$ cat src/rtl/cfu_pkg.sv
`timescale 1ns / 1ps

package cfu_pkg;

    // face codes
    localparam logic [2:0] FACE_PX = 3'd0;
    localparam logic [2:0] FACE_NX = 3'd1;
    localparam logic [2:0] FACE_PY = 3'd2;
    localparam logic [2:0] FACE_NY = 3'd3;
    localparam logic [2:0] FACE_PZ = 3'd4;
    localparam logic [2:0] FACE_NZ = 3'd5;

    // axis codes
    localparam logic [1:0] AXIS_X = 2'd0;
    localparam logic [1:0] AXIS_Y = 2'd1;
    localparam logic [1:0] AXIS_Z = 2'd2;

    // control that travels along the divider row
    typedef struct packed {
        logic       valid;
        logic [2:0] face;
    } t_ctl;

    typedef struct packed {
        logic [1:0] major;
        logic [1:0] u_axis;
        logic       u_neg;
        logic [1:0] v_axis;
        logic       v_neg;
        logic       pos;
    } t_face_desc;

    function automatic t_face_desc face_desc(input logic [2:0] face);
        t_face_desc d;
        case (face)
            FACE_PX: d = '{AXIS_X, AXIS_Z, 1'b1, AXIS_Y, 1'b1, 1'b1};
            FACE_NX: d = '{AXIS_X, AXIS_Z, 1'b0, AXIS_Y, 1'b1, 1'b0};
            FACE_PY: d = '{AXIS_Y, AXIS_X, 1'b0, AXIS_Z, 1'b0, 1'b1};
            FACE_NY: d = '{AXIS_Y, AXIS_X, 1'b0, AXIS_Z, 1'b1, 1'b0};
            FACE_PZ: d = '{AXIS_Z, AXIS_X, 1'b0, AXIS_Y, 1'b1, 1'b1};
            FACE_NZ: d = '{AXIS_Z, AXIS_X, 1'b1, AXIS_Y, 1'b1, 1'b0};
            default: d = '{AXIS_Z, AXIS_X, 1'b1, AXIS_Y, 1'b1, 1'b0};
        endcase
        return d;
    endfunction

endpackage

$ cat src/rtl/cfu_if.sv
`timescale 1ns / 1ps

interface cfu_in_if #(
    parameter int COMPONENT_WIDTH = 16
);
    logic                              valid;
    logic                              ready;
    logic                              func;
    logic [2:0]                        face_in;
    logic signed [COMPONENT_WIDTH-1:0] dir_x;
    logic signed [COMPONENT_WIDTH-1:0] dir_y;
    logic signed [COMPONENT_WIDTH-1:0] dir_z;

    modport source (output valid, func, face_in, dir_x, dir_y, dir_z, input ready);
    modport sink (input valid, func, face_in, dir_x, dir_y, dir_z, output ready);
endinterface

interface cfu_out_if #(
    parameter int FRACTION_BITS = 15
);
    logic                   valid;
    logic                   ready;
    logic [2:0]             face_out;
    logic [FRACTION_BITS:0] u_coord;
    logic [FRACTION_BITS:0] v_coord;

    modport source (output valid, face_out, u_coord, v_coord, input ready);
    modport sink (input valid, face_out, u_coord, v_coord, output ready);
endinterface

$ cat src/rtl/cfu_front.sv
`timescale 1ns / 1ps

module cfu_front #(
    parameter int COMPONENT_WIDTH = 16,
    parameter int FRACTION_BITS   = 15
) (
    input  logic                             i_clk,
    input  logic                             i_rst_n,
    cfu_in_if.sink                           i_req,
    input  logic                             i_ready,
    output cfu_pkg::t_ctl                    o_ctl,
    output logic [1:0][COMPONENT_WIDTH:0]    o_rem,
    output logic [1:0][COMPONENT_WIDTH:0]    o_div,
    output logic [1:0][FRACTION_BITS:0]      o_quo
);
    import cfu_pkg::*;

    localparam int CW = COMPONENT_WIDTH;
    localparam int RW = COMPONENT_WIDTH + 1;

    logic signed [CW-1:0] c [3];
    logic [CW-1:0]        a [3];
    logic [2:0]           pick;
    logic [2:0]           face;
    t_face_desc           fd;
    logic                 bad;
    logic [CW-1:0]        am;
    logic [CW-1:0]        al [2];
    logic signed [CW-1:0] cm;
    logic signed [CW-1:0] cl [2];
    logic                 lneg [2];
    logic                 opp;
    logic                 u_big;
    logic [1:0][RW-1:0]   n_rem;
    logic [1:0][RW-1:0]   n_div;
    logic                 adv;
    logic                 r_valid;
    logic [2:0]           r_face;
    logic [1:0][RW-1:0]   r_rem;
    logic [1:0][RW-1:0]   r_div;

    assign c[0] = i_req.dir_x;
    assign c[1] = i_req.dir_y;
    assign c[2] = i_req.dir_z;

    always_comb begin
        for (int i = 0; i < 3; i++) begin
            a[i] = c[i][CW-1] ? CW'(-c[i]) : CW'(c[i]);
        end
    end

    // major axis, ties go to z
    always_comb begin
        if (a[0] > a[1] && a[0] > a[2]) begin
            pick = (c[0] > 0) ? FACE_PX : FACE_NX;
        end else if (a[1] > a[0] && a[1] > a[2]) begin
            pick = (c[1] > 0) ? FACE_PY : FACE_NY;
        end else begin
            pick = (c[2] > 0) ? FACE_PZ : FACE_NZ;
        end
    end

    assign face  = i_req.func ? pick : i_req.face_in;
    assign bad   = face > FACE_NZ;
    assign fd    = face_desc(face);
    assign am    = a[fd.major];
    assign cm    = c[fd.major];
    assign al[0] = a[fd.u_axis];
    assign al[1] = a[fd.v_axis];
    assign cl[0] = c[fd.u_axis];
    assign cl[1] = c[fd.v_axis];
    assign lneg[0] = fd.u_neg;
    assign lneg[1] = fd.v_neg;
    assign opp   = (fd.pos ? (cm < 0) : (cm > 0)) && (am > al[0]) && (am > al[1]);
    assign u_big = al[0] > al[1];

    // numerator+denominator and twice the denominator for each coordinate
    always_comb begin
        logic signed [CW+1:0] sc;
        logic signed [CW+1:0] nq;
        logic                 forced;
        logic                 fpos;
        for (int l = 0; l < 2; l++) begin
            sc     = lneg[l] ? -(CW+2)'(cl[l]) : (CW+2)'(cl[l]);
            nq     = $signed({2'b00, am}) + sc;
            forced = opp && ((l == 0) ? u_big : !u_big);
            fpos   = lneg[l] ? (cl[l] < 0) : (cl[l] > 0);
            if (bad) begin
                n_rem[l] = RW'(1);
                n_div[l] = RW'(2);
            end else if (am <= al[l]) begin
                n_rem[l] = ((cl[l] > 0) ^ lneg[l]) ? RW'(2) : RW'(0);
                n_div[l] = RW'(2);
            end else if (forced) begin
                n_rem[l] = fpos ? RW'(2) : RW'(0);
                n_div[l] = RW'(2);
            end else begin
                n_rem[l] = nq[RW-1:0];
                n_div[l] = {am, 1'b0};
            end
        end
    end

    assign adv         = !r_valid || i_ready;
    assign i_req.ready = adv;

    always_ff @(posedge i_clk) begin
        if (!i_rst_n) begin
            r_valid <= 1'b0;
        end else if (adv) begin
            r_valid <= i_req.valid;
        end
    end

    always_ff @(posedge i_clk) begin
        if (adv) begin
            r_face <= face;
            r_rem  <= n_rem;
            r_div  <= n_div;
        end
    end

    assign o_ctl = '{valid: r_valid, face: r_face};
    assign o_rem = r_rem;
    assign o_div = r_div;
    assign o_quo = '0;

endmodule

$ cat src/rtl/cfu_cell.sv
`timescale 1ns / 1ps

module cfu_cell #(
    parameter int COMPONENT_WIDTH = 16,
    parameter int FRACTION_BITS   = 15,
    parameter int BIT             = 15
) (
    input  logic                          i_clk,
    input  logic                          i_rst_n,
    input  cfu_pkg::t_ctl                 i_ctl,
    input  logic [1:0][COMPONENT_WIDTH:0] i_rem,
    input  logic [1:0][COMPONENT_WIDTH:0] i_div,
    input  logic [1:0][FRACTION_BITS:0]   i_quo,
    output logic                          o_ready,
    input  logic                          i_ready,
    output cfu_pkg::t_ctl                 o_ctl,
    output logic [1:0][COMPONENT_WIDTH:0] o_rem,
    output logic [1:0][COMPONENT_WIDTH:0] o_div,
    output logic [1:0][FRACTION_BITS:0]   o_quo
);
    import cfu_pkg::*;

    localparam int RW = COMPONENT_WIDTH + 1;

    logic [1:0][RW-1:0]            n_rem;
    logic [1:0][FRACTION_BITS:0]   n_quo;
    logic                          r_valid;
    logic [2:0]                    r_face;
    logic [1:0][RW-1:0]            r_rem;
    logic [1:0][RW-1:0]            r_div;
    logic [1:0][FRACTION_BITS:0]   r_quo;

    // one restoring step per lane, the top cell takes the remainder unshifted
    always_comb begin
        logic [RW:0] sh;
        logic [RW:0] df;
        for (int l = 0; l < 2; l++) begin
            sh = (BIT == FRACTION_BITS) ? {1'b0, i_rem[l]} : {i_rem[l], 1'b0};
            df = sh - {1'b0, i_div[l]};
            n_quo[l] = i_quo[l];
            if (sh >= {1'b0, i_div[l]}) begin
                n_rem[l]      = df[RW-1:0];
                n_quo[l][BIT] = 1'b1;
            end else begin
                n_rem[l] = sh[RW-1:0];
            end
        end
    end

    assign o_ready = !r_valid || i_ready;

    always_ff @(posedge i_clk) begin
        if (!i_rst_n) begin
            r_valid <= 1'b0;
        end else if (o_ready) begin
            r_valid <= i_ctl.valid;
        end
    end

    always_ff @(posedge i_clk) begin
        if (o_ready) begin
            r_face <= i_ctl.face;
            r_rem  <= n_rem;
            r_div  <= i_div;
            r_quo  <= n_quo;
        end
    end

    assign o_ctl = '{valid: r_valid, face: r_face};
    assign o_rem = r_rem;
    assign o_div = r_div;
    assign o_quo = r_quo;

endmodule

$ cat src/rtl/cube_face_and_uv_from_direction_top.sv
`timescale 1ns / 1ps

// a request is registered in the front, then in each divider cell in turn
// throughput: one request per cycle when not stalled, one quotient bit per cell
// the row of cells stalls only where it is full, so bubbles are squeezed out
// reset: synchronous active-low i_rst_n clears every stage valid, no data held

module cube_face_and_uv_from_direction_top #(
    parameter int COMPONENT_WIDTH = 16,
    parameter int FRACTION_BITS   = 15
) (
    input  logic   i_clk,
    input  logic   i_rst_n,
    cfu_in_if.sink    i_req,
    cfu_out_if.source o_rsp
);
    import cfu_pkg::*;

    localparam int RW    = COMPONENT_WIDTH + 1;
    localparam int NCELL = FRACTION_BITS + 1;

    // stage k is fed by the front (k = 0) or by cell k-1
    t_ctl                        s_ctl [NCELL+1];
    logic [1:0][RW-1:0]          s_rem [NCELL+1];
    logic [1:0][RW-1:0]          s_div [NCELL+1];
    logic [1:0][FRACTION_BITS:0] s_quo [NCELL+1];
    logic                        s_rdy [NCELL+1];

    // face pick, edge and opposite-face handling, divider operand setup
    cfu_front #(
        .COMPONENT_WIDTH (COMPONENT_WIDTH),
        .FRACTION_BITS   (FRACTION_BITS)
    ) u_front (
        .i_clk   (i_clk),
        .i_rst_n (i_rst_n),
        .i_req   (i_req),
        .i_ready (s_rdy[0]),
        .o_ctl   (s_ctl[0]),
        .o_rem   (s_rem[0]),
        .o_div   (s_div[0]),
        .o_quo   (s_quo[0])
    );

    // divider row, msb of the quotient first, both coordinates side by side
    for (genvar k = 0; k < NCELL; k++) begin : g_cell
        cfu_cell #(
            .COMPONENT_WIDTH (COMPONENT_WIDTH),
            .FRACTION_BITS   (FRACTION_BITS),
            .BIT             (FRACTION_BITS - k)
        ) u_cell (
            .i_clk   (i_clk),
            .i_rst_n (i_rst_n),
            .i_ctl   (s_ctl[k]),
            .i_rem   (s_rem[k]),
            .i_div   (s_div[k]),
            .i_quo   (s_quo[k]),
            .o_ready (s_rdy[k]),
            .i_ready (s_rdy[k+1]),
            .o_ctl   (s_ctl[k+1]),
            .o_rem   (s_rem[k+1]),
            .o_div   (s_div[k+1]),
            .o_quo   (s_quo[k+1])
        );
    end

    // last cell register is the output register
    assign s_rdy[NCELL]   = o_rsp.ready;
    assign o_rsp.valid    = s_ctl[NCELL].valid;
    assign o_rsp.face_out = s_ctl[NCELL].face;
    assign o_rsp.u_coord  = s_quo[NCELL][0];
    assign o_rsp.v_coord  = s_quo[NCELL][1];

`ifndef ASSERT_OFF
    localparam logic [FRACTION_BITS:0] ONE  = (FRACTION_BITS+1)'(1) << FRACTION_BITS;
    localparam logic [FRACTION_BITS:0] HALF = (FRACTION_BITS+1)'(1) << (FRACTION_BITS - 1);

    a_coord_range: assert property (@(posedge i_clk) disable iff (!i_rst_n)
        o_rsp.valid |-> (o_rsp.u_coord <= ONE && o_rsp.v_coord <= ONE))
        else $error("face coordinate above one");

    a_bad_face_half: assert property (@(posedge i_clk) disable iff (!i_rst_n)
        (o_rsp.valid && (o_rsp.face_out > FACE_NZ))
        |-> (o_rsp.u_coord == HALF && o_rsp.v_coord == HALF))
        else $error("invalid face without centered coordinates");

    a_stall_only_full: assert property (@(posedge i_clk) disable iff (!i_rst_n)
        !i_req.ready |-> (o_rsp.valid && !o_rsp.ready))
        else $error("input stalled while output side free");
`endif

endmodule

$ cat src/flat_wrapper.sv
// flat-port wrapper written by rule: the top's interface ports become plain ports
module cube_face_and_uv_from_direction_top_flat import cfu_pkg::*;
#(
    parameter int COMPONENT_WIDTH = 16,
    parameter int FRACTION_BITS   = 15
)
  (i_clk, i_rst_n, i_req_valid, i_req_func, i_req_face_in, i_req_dir_x, i_req_dir_y, i_req_dir_z, i_req_ready, o_rsp_valid, o_rsp_face_out, o_rsp_u_coord, o_rsp_v_coord, o_rsp_ready);
  cfu_in_if #(.COMPONENT_WIDTH(COMPONENT_WIDTH)) i_req_i ();
  cfu_out_if #(.FRACTION_BITS(FRACTION_BITS)) o_rsp_i ();
  input  logic i_clk;
  input  logic i_rst_n;
  input wire logic [$bits(i_req_i.valid)-1:0] i_req_valid;
  input wire logic [$bits(i_req_i.func)-1:0] i_req_func;
  input wire logic [$bits(i_req_i.face_in)-1:0] i_req_face_in;
  input wire logic [$bits(i_req_i.dir_x)-1:0] i_req_dir_x;
  input wire logic [$bits(i_req_i.dir_y)-1:0] i_req_dir_y;
  input wire logic [$bits(i_req_i.dir_z)-1:0] i_req_dir_z;
  output wire logic [$bits(i_req_i.ready)-1:0] i_req_ready;
  output wire logic [$bits(o_rsp_i.valid)-1:0] o_rsp_valid;
  output wire logic [$bits(o_rsp_i.face_out)-1:0] o_rsp_face_out;
  output wire logic [$bits(o_rsp_i.u_coord)-1:0] o_rsp_u_coord;
  output wire logic [$bits(o_rsp_i.v_coord)-1:0] o_rsp_v_coord;
  input wire logic [$bits(o_rsp_i.ready)-1:0] o_rsp_ready;
  assign i_req_i.valid = i_req_valid;
  assign i_req_i.func = i_req_func;
  assign i_req_i.face_in = i_req_face_in;
  assign i_req_i.dir_x = i_req_dir_x;
  assign i_req_i.dir_y = i_req_dir_y;
  assign i_req_i.dir_z = i_req_dir_z;
  assign i_req_ready = i_req_i.ready;
  assign o_rsp_valid = o_rsp_i.valid;
  assign o_rsp_face_out = o_rsp_i.face_out;
  assign o_rsp_u_coord = o_rsp_i.u_coord;
  assign o_rsp_v_coord = o_rsp_i.v_coord;
  assign o_rsp_i.ready = o_rsp_ready;
  cube_face_and_uv_from_direction_top #(.COMPONENT_WIDTH(COMPONENT_WIDTH), .FRACTION_BITS(FRACTION_BITS)) u_core (.i_clk(i_clk), .i_rst_n(i_rst_n), .i_req(i_req_i), .o_rsp(o_rsp_i));
endmodule
$ cat config.mk
export PLATFORM = sky130hd
export DESIGN_NAME = cube_face_and_uv_from_direction_top_flat
export DESIGN_NICKNAME = d
export VERILOG_FILES = /design/src/rtl/cfu_pkg.sv /design/src/rtl/cfu_if.sv /design/src/rtl/cfu_front.sv /design/src/rtl/cfu_cell.sv /design/src/rtl/cube_face_and_uv_from_direction_top.sv /design/src/flat_wrapper.sv
export SDC_FILE = /design/constraint.sdc
export NUM_CORES = 2
export LEC_CHECK = 0
export BUFFER_PORTS_ARGS = -buffer_cell sky130_fd_sc_hd__buf_2
export CAP_MARGIN = 20
export CORE_MARGIN = 10
export CORE_UTILIZATION = 35
export CTS_BUF_LIST = sky130_fd_sc_hd__clkbuf_4 sky130_fd_sc_hd__clkbuf_8
export DETAILED_ROUTE_END_ITERATION = 8
export PLACE_DENSITY = 0.48
export RECOVER_POWER = 25
export SLEW_MARGIN = 20
export SYNTH_ARGS = -nofsm -noshare
export SYNTH_HDL_FRONTEND = slang
export SYNTH_HIERARCHICAL = 1
export SYNTH_SLANG_ARGS = --single-unit
$ cat constraint.sdc
create_clock -name i_clk -period 86.9 [get_ports i_clk]
set_clock_uncertainty 0.2 [all_clocks]
set_input_delay 17.38 -clock i_clk [delete_from_list [all_inputs] [get_ports i_clk]]
set_output_delay 17.38 -clock i_clk [all_outputs]
set_load 0.01 [all_outputs]
==> metrics <==
H-Tree Level Count 5; largest net degree at the start of global routing 71; die area 0.289 mm2; WP data required between 60 and 70 ns; dpl cell area ~0.098 mm2; crit-path max FO 57; Top Metal Used met4; Power Density approximately 45 mW/mm2; I/O Buffers about 90; Layout Nets ~9000; gpl congestion between 0.8 and 0.9; CP endpoint kind output pin; initial DRC count approximately 3100; CP bufs+invs 4; Core Area approximately 0.27 mm2; setup TNS 0 ns; Tmin final approximately 47 ns; fraction of layout cells with a size suffix above 1 between 10% and 20%; status finished clean; Mapped Cells ~8000; slew at the pin closest to its max-slew limit 1.10 ns; cts hold-fix bufs 0; Post-Syn Area 0.0938 mm2; initial antenna violation count 7; Core Rows between 150 and 200; clock root cell clkbuf_8; gr usage total between 10% and 20%; post-route clock period utilization around 54%; Chip Width 538 um; WL met2 around 120000 um; clk buf depth 4; highest-count cells in the layout ignoring fill and taps edfxtp_1, inv_1, ha_1; Top Ports 93; first-pass detailed-route iteration total 5; Fin. Hold Viols 0; HP Class reg -> reg; Final Core Density roughly 40%; Clock transition at path regs around 0.05 ns; Layout area overhead 11.0%; vias in the first global route slightly above 60000; first-pass GRT wire length ~360000 um; Avg Inst Size Synth around 12 um2; Starting Density about a third; VDD IR max ~15 uV; CP delay by family, top simple AND/OR/NAND/NOR gates; Yosys warning count 6; die height around 540 um; Crit-path slowest cell nand2b_4; met3 routed WL between 8000 and 9000 um; HPWL after DPL 179000 um; drt drc 0; drt wl/cell a little under 20 um; drt via density slightly above 5; Final Setup Violations 0; total grt overflow 0; DRT met1 WL approximately 100000 um; Slowest Stage Delay on Critical Path 0.81 ns; CTS Sinks approximately 1700; Leakage 39.9 nW; TritonCTS clock tree built; max-slew violation count 0; most common cell after layout, fill and taps aside edfxtp_1; Worst EP arrival approximately 29 ns; post-CTS setup buffer count 0; WS Path Type in -> out; CTS buffer count 320; RSZ-0062 raised after global routing no; max frequency 21.5 MHz; max-cap check violation count 0; Antenna Nets Post-Route 0; CP Launch Type primary input; fin area 0.104 mm2; overall routed net length roughly 230000 um; Post-CTS Resized 0; CP most frequent cell nand2b_4; CP cell instances buf_2 > nand2b_2 > buf_4 > nand2b_4 > nand2b_4 > nand2b_4 > nand2b_4 > buf_4 > nand2b_4 > nand2b_4 > nand2b_4 > nand2b_4 > nand2b_4 > nand2b_4 > nand2b_4 > nand2b_4 > nand2b_4 > nand2b_4 > nand2b_4 > nand2b_4 > buf_2; Worst slew margin roughly 27%; Clock Latency Late Sink about 1.0 ns; Vias 61000
==> worst register-to-register path: stages (launching register included) <==
cell and delay (ns):
dfxtp_1 0.32, nand2b_2 0.07, buf_4 0.52, nand2b_4 0.84, nand2b_4 0.81, nand2b_4 0.44
nand2b_4 0.19, buf_4 0.61, nand2b_4 0.57, nand2b_4 0.72, nand2b_4 0.67, nand2b_4 0.64
nand2b_4 0.71, nand2b_4 0.74, nand2b_4 0.73, nand2b_4 0.75, nand2b_4 0.62, nand2b_4 0.64
nand2b_4 0.71, nand2b_4 0.29, buf_4 0.68
==> routing by layer <==
metal  vias up  GRT usage [%]
met5         -              0
met4         0           5.50
met3       405           2.27
met2      1184           28.0
met1     29300           19.6
li1      30100              -
==> stage by stage <==
step                      hold WS, ns  total power, mW  cells  worst slack (ns)
after floorplan                 0.200             3.33   8001              8.77
after global placement          0.200             3.92  11500             40.21
after detailed placement        0.205             3.94  11500             39.84
after CTS                       0.146             4.74  12000             39.82
after global routing            0.156             5.08  12000             39.25
final                           0.157             4.69  12000             40.40
==> flip-flops by register name, indices dropped and copies added (netlist names) <==
register                      flops
u_core/u_front/o_div             32
u_core/g_cell.u_cell/r_face      48
u_core/u_front/o_rem             34
u_core/g_cell.u_cell/r_valid     16
u_core/u_front/r_face             3
u_core/g_cell.u_cell/o_div      510
u_core/g_cell.u_cell/o_quo      512
u_core/g_cell.u_cell/o_rem      510
u_core/u_front/r_valid            1
==> where the power goes <==
part | internal [mW] | leakage [nW] | switching [mW] | total [mW]
logic | 1.07 | 18.9 | 1.37 | 2.44
registers | 1.31 | 17.8 | 0.182 | 1.50
clock network | 0.433 | 3.26 | 0.324 | 0.756
total | 2.82 | 39.9 | 1.87 | 4.69
==> area by class of cell <==
| cell class | count | area [um2] |
|---|---|---|
| Clock inverter | 131 | 995 |
| Tap cell | 3552 | 4440 |
| Timing Repair Buffer | 144 | 858 |
| Inverter | 762 | 2860 |
| Antenna cell | 2 | 5.00 |
| Fill cell | 25700 | 163000 |
| Multi-Input combinational cell | 5360 | 39900 |
| Clock buffer | 418 | 5200 |
| Sequential cell | 1666 | 49900 |
==> path summary, 6_finish.rpt <==
| kind | startpoint | end | slack (ns) | depth (start not counted) |
|---|---|---|---|---|
| max | o_rsp_ready | i_req_ready | 40.40 | 21 |
| min | u_core/g_cell[13].u_cell/o_quo[16]$_DFFE_PP_ | u_core/g_cell[14].u_cell/o_quo[16]$_DFFE_PP_ | 0.16 | 0 |
| max reg2reg | u_core/g_cell[15].u_cell/r_valid$_SDFFE_PN0P_ | u_core/u_front/o_rem[2]$_SDFFCE_PP0P_ | 73.98 | 20 |
| min reg2reg | u_core/g_cell[13].u_cell/o_quo[16]$_DFFE_PP_ | u_core/g_cell[14].u_cell/o_quo[16]$_DFFE_PP_ | 0.16 | 0 |
Note: power is estimated with default switching activity, not from simulation.
